**src/sv/dmsp_pkg.sv**
```systemverilog
package dmsp_pkg;

    // Law constants.
    localparam int SPEED_LIMIT    = 500;
    localparam int GAIN_FRAC_BITS = 8;
    localparam int SPEED_SCALE    = 13;
    localparam int INTEG_LIMIT    = 100;

    // Datapath widths.
    localparam int GAIN_W   = 16;
    localparam int TARGET_W = 11;
    localparam int SPEED_W  = 16;
    localparam int COUNT_W  = 12;
    localparam int ERR_W    = 16;
    localparam int DERIV_W  = ERR_W + 1;
    localparam int SUM_W    = GAIN_W + DERIV_W + 2;
    localparam int DRIVE_W  = 16;
    localparam int NUM_SIDES = 2;

    localparam int DRIVE_MAX = (1 << (DRIVE_W - 1)) - 1;
    localparam int DRIVE_MIN = -(1 << (DRIVE_W - 1));

    typedef enum logic {
        OP_SET  = 1'b0,
        OP_TICK = 1'b1
    } op_t;

    typedef enum logic {
        SIDE_RIGHT = 1'b0,
        SIDE_LEFT  = 1'b1
    } side_t;

    typedef enum logic [1:0] {
        REG_P_GAIN = 2'd0,
        REG_D_GAIN = 2'd1,
        REG_I_GAIN = 2'd2,
        REG_NONE   = 2'd3
    } reg_index_t;

    typedef struct packed {
        logic signed [GAIN_W-1:0] p_gain;
        logic signed [GAIN_W-1:0] d_gain;
        logic signed [GAIN_W-1:0] i_gain;
    } gains_t;

    // Per-side controller state as read for one item.
    typedef struct packed {
        logic signed [TARGET_W-1:0] target;
        logic signed [ERR_W-1:0]    prev_err;
        logic signed [ERR_W-1:0]    integ;
    } side_state_t;

    // State update produced by the control law for one item.
    typedef struct packed {
        logic                       set_we;
        logic                       tick_we;
        logic                       side;
        logic signed [TARGET_W-1:0] target;
        logic signed [ERR_W-1:0]    err;
        logic signed [ERR_W-1:0]    integ;
    } state_update_t;

endpackage

```
**src/sv/dmsp_state.sv**
```systemverilog
module dmsp_state
    import dmsp_pkg::*;
(
    input  logic          aclk,
    input  logic          aresetn,
    input  logic          clear,
    input  logic          commit,
    input  state_update_t upd,
    input  logic          rd_side,
    output side_state_t   rd
);

    logic signed [TARGET_W-1:0] target_reg [NUM_SIDES];
    logic signed [ERR_W-1:0]    prev_err_reg [NUM_SIDES];
    logic signed [ERR_W-1:0]    integ_reg [NUM_SIDES];

    always_ff @(posedge aclk) begin
        if (!aresetn || clear) begin
            for (int i = 0; i < NUM_SIDES; i++) begin
                target_reg[i]   <= '0;
                prev_err_reg[i] <= '0;
                integ_reg[i]    <= '0;
            end
        end else if (commit) begin
            if (upd.set_we) begin
                target_reg[upd.side] <= upd.target;
            end
            if (upd.tick_we) begin
                prev_err_reg[upd.side] <= upd.err;
                integ_reg[upd.side]    <= upd.integ;
            end
        end
    end

    assign rd.target   = target_reg[rd_side];
    assign rd.prev_err = prev_err_reg[rd_side];
    assign rd.integ    = integ_reg[rd_side];

endmodule

```
**config.mk**
```make
export PLATFORM = sky130hd
export DESIGN_NAME = dmsp_state
export DESIGN_NICKNAME = d
export VERILOG_FILES = /design/src/sv/dmsp_pkg.sv /design/src/sv/dmsp_state.sv
export SDC_FILE = /design/constraint.sdc
export NUM_CORES = 1
export LEC_CHECK = 0
export BUFFER_PORTS_ARGS = -buffer_cell sky130_fd_sc_hd__buf_2
export CAP_MARGIN = 5
export CORE_ASPECT_RATIO = 0.6
export CORE_MARGIN = 4
export CORE_UTILIZATION = 50
export CTS_BUF_LIST = sky130_fd_sc_hd__clkbuf_2
export CTS_CLUSTER_SIZE = 40
export DETAILED_ROUTE_END_ITERATION = 10
export GPL_ROUTABILITY_DRIVEN = 0
export GPL_TIMING_DRIVEN = 0
export HOLD_SLACK_MARGIN = 0.08
export PLACE_DENSITY = 0.85
export SYNTH_ARGS = -nofsm -noshare
export SYNTH_HDL_FRONTEND = slang
export SYNTH_SLANG_ARGS = --single-unit
```
**constraint.sdc**
```tcl
create_clock -name aclk -period 3.81 [get_ports aclk]
set_input_delay 0.762 -clock aclk [delete_from_list [all_inputs] [get_ports aclk]]
set_output_delay 0.762 -clock aclk [all_outputs]
set_load 0.005 [all_outputs]
```
* Word-level counts from Yosys, hierarchy flattened
Memory sizes are Yosys's and may differ from the RTL's.
Cells that the tools add are included.
Widths: inputs -> output; s select.
** Storage, ports and cells
- Register bits after elaboration :: 0
- Bits in latches :: 0
- Memory bits (writable) :: 86
- ROM bits :: 0
- Input bits :: 51
- Output and inout port bits :: 43
- Word-level logic and storage cells :: 27
- Memories kept :: 3
** Operators by class
- Add/sub/neg operators :: 0
- $mul :: 0
- Divide/modulo/power cells :: 0
- $lt $le $gt $ge :: 0
- Eq/ne operators :: 0
- Shifts and indexed selects :: 0
- Muxes and demuxes :: 19
- Bitwise operators :: 0
- Reduce and logical (&&, ||, !) cells :: 5
** Memory list
- integ_reg :: words 2, bits a word 16, rd ports 1, clocked after Yosys merged registers in 0, wr ports 2, RTL line dmsp_state.sv:15 : logic signed [ERR_W-1:0] integ_reg [NUM_SIDES];
- prev_err_reg :: words 2, bits a word 16, rd ports 1, clocked after Yosys merged registers in 0, wr ports 2, RTL line dmsp_state.sv:14 : logic signed [ERR_W-1:0] prev_err_reg [NUM_SIDES];
- target_reg :: words 2, bits a word 11, rd ports 1, clocked after Yosys merged registers in 0, wr ports 2, RTL line dmsp_state.sv:13 : logic signed [TARGET_W-1:0] target_reg [NUM_SIDES];
** Operator list (count)
- $mux 16 :: 2
- $reduce_or 16->1 :: 2
- $mux 1 :: 16
- $mux 11 :: 1
- $reduce_or 11->1 :: 1
- $logic_not 1->1 :: 1
- $logic_or 1x1->1 :: 1

* Longest topological paths before layout
- Depth in word-level cells :: 6
- Depth in mapped cells :: 5
- Gate-level depth less buffers :: 2

* Worst setup path after synthesis
No wires, ideal clock.
- Path type :: input to register
- From :: in upd[43] (netlist bit)
- To :: mem integ_reg[0][0] (enable)
- Library setup time :: 466 ps
- Data arrival time :: 3388 ps
- Data required time :: 3344 ps
- Setup slack :: -43 ps
- Stages on the path :: 3
- Buffers on the path :: 2
- Cells stage by stage :: buf_2 > clkbuf_1 > o21ai_0
** RTL lines
- start, declared :: RTL line dmsp_state.sv:8 : input state_update_t upd,
- end, declared :: RTL line dmsp_state.sv:15

==> results.toml <==
[cts]
cts_tree = "yes"
cts_hold_buf = 0
h-tree-depth = 3
cts_made_buffers = 9
cts.sinks = 86
clk_pin_slew_worst_paths_ns = 0.21
cts_buffer_depth = 2
post_cts_buffers = 0
cts_resized = 0
cts_root_buffer = "clkbuf_2"

[global_route]
grt_max_degree = 19
grt_pass1_wl_um = 12300
grt_pass1_vias = 2543
track_usage = 0.183
antenna_found_initial = 0
grt-ovfl-total = 0

[timing]
min_period_ns = 2.55
grt_setup_unrepaired = "no"
worst_slew_pin_slew_ns = 0.794
finalSetupViolations = 0
tns_ns = 0
holdWs_ns = 0.532
finalMaxSlewViolations = 0
min_period_over_period = 0.670
fmax_ghz = 0.392
final-hold-violation-count = 0
slew-limit-headroom = 0.470

[worst_setup_path]
crit_path_max_fanout = 10
cp-start-kind = "primary input"
critical_path_arrival_ns = 1.79
required_ns = 3.05
endpoint_kind = "output pin"
timing_worst_setup_path_type = "primary input to output pin"

[final_layout]
antenna_cells = 0
area_growth_pct = 19.9
final_nets = 436
finalNonFillerCells = 493
final_area_mm2 = 0.00453
utilization = 0.621
drive_above_1_share = 0.432

[pwr]
pwr-share-seq = 0.633
clkPwrFrac = 0.251
peakVddDrop_mv = 0.222
combPwrFrac = 0.116
power_density_mw_per_mm2 = 387
sw_frac_of_total = 0.229
p_leak_nw = 1.97
p_sw_w = 0.000402
p_int_w = 0.00135

[placement]
post-dp-hpwl_um = 5610
port_buffers = 90
post-place-cells = 478
placed_cell_area_mm2 = 0.00443

[floorplan]
die_x_um = 120
core_mm2 = 0.00730
die_area_mm2 = 0.00905
row_count = 24
start_util = 0.518
io_pins = 94
die_h_um = 75.3

[synth]
yosysSeqAreaShare = 0.684
avgSynthCellArea_um2 = 13.4
synth_seq_cells = 86
yosysWarnings = 0
syn_area_mm2 = 0.00378
netlist_instances = 281
syn_nets = 332
yosys.cell_types.count = 16

[outcome]
outcome = "complete, no violations"

[min_path]
hp-class = "primary input to register"

[route]
wl_per_cell_um = 16.5
route.vias.total = 2555
ant_nets = 0
drt_first_pass_iters = 4
postRouteWirelength_um = 8150
drt_iter0_drc = 187
routed_via_density = 5.18
drc = 0

[flow_run]
maxCapViolCount = 0
[cell usage in the layout (no fill, tap or decap), drive strengths merged]
cell type / synthesis / final
edfxtp: 86 / 86
buf: 16 / 109
nor2: 64 / 64
bufinv: 0 / 1
nor2b: 1 / 1
nand3: 2 / 2
clkbuf: 5 / 18
nand4b: 2 / 2
and4b: 1 / 1
nand4bb: 1 / 1
nand2: 36 / 36
o21ai: 2 / 2
and3: 11 / 11
clkinv: 0 / 1
mux2: 43 / 43
nor3b: 11 / 11
[layer usage]
layer	GRT usage	share of wire	vias up
met5	0	0	-
met4	0.0641	0.012	0
met3	0.0549	0.082	10
met2	0.308	0.47	108
met1	0.233	0.43	1226
li1	-	-	1211
[cell usage after synthesis]
cell / count / area share
nor2b_1: 1 / 0.0017
nand4bb_1: 1 / 0.0030
buf_2: 13 / 0.017
buf_6: 3 / 0.0089
nor2_1: 64 / 0.064
and3_1: 11 / 0.018
clkbuf_2: 1 / 0.0013
nand4b_1: 2 / 0.0046
clkbuf_1: 4 / 0.0040
o21ai_0: 2 / 0.0026
nor3b_1: 11 / 0.022
nand2_1: 36 / 0.036
mux2_2: 43 / 0.13
nand3_1: 2 / 0.0026
edfxtp_1: 86 / 0.68
and4b_1: 1 / 0.0026
[worst paths after layout]
kind	start	end	slack, ns	cells after the start
max	rd_side	rd[10]	1.26	4
min	upd[4]	integ_reg[1][4]	0.53	3
[power groups by stage]
stage | logic (W) | clock network, W | registers (W)
2_1_floorplan | 0.000104 | 0 | 0.00113
3_3_place_gp | 0.000190 | 0 | 0.00113
3_5_place_dp | 0.000204 | 0 | 0.00113
4_1_cts | 0.000205 | 0.000449 | 0.00111
5_1_grt | 0.000222 | 0.000481 | 0.00112
6_report | 0.000203 | 0.000441 | 0.00111
[metrics by stage]
step           total power, W  setup WS (ns)
4_1_cts               0.00176           1.26
3_3_place_gp          0.00132        -0.0608
5_1_grt               0.00182           1.23
2_1_floorplan         0.00123          0.825
3_5_place_dp          0.00134           1.09
6_report              0.00175           1.26
[logic make-up (layout without fill, tap and decap cells)]
| logic type | Yosys count | in the layout | synth area share |
|---|---|---|---|
| simple gates | 129 | 129 | 0.154 |
| flops | 86 | 86 | 0.684 |
| mux | 43 | 43 | 0.128 |
| buf+inv | 21 | 129 | 0.0315 |
| compound gates | 2 | 2 | 0.00265 |
[cell type report]
| cell class | count | area, um^2 |
|---|---|---|
| clock inverter | 2 | 33.8 |
| clock buffer | 13 | 65.1 |
| fill | 580 | 2770 |
| timing repair buffer | 93 | 513 |
| tap | 104 | 130 |
| buffer | 21 | 119 |
| sequential | 86 | 2580 |
| multi-input combinational | 174 | 1090 |
[critical path, cell delays in order]
cell	delay, ns
buf_2	0.17
buf_2	0.33
mux2_2	0.39
buf_2	0.13
Power figures use the tool's default switching activity.
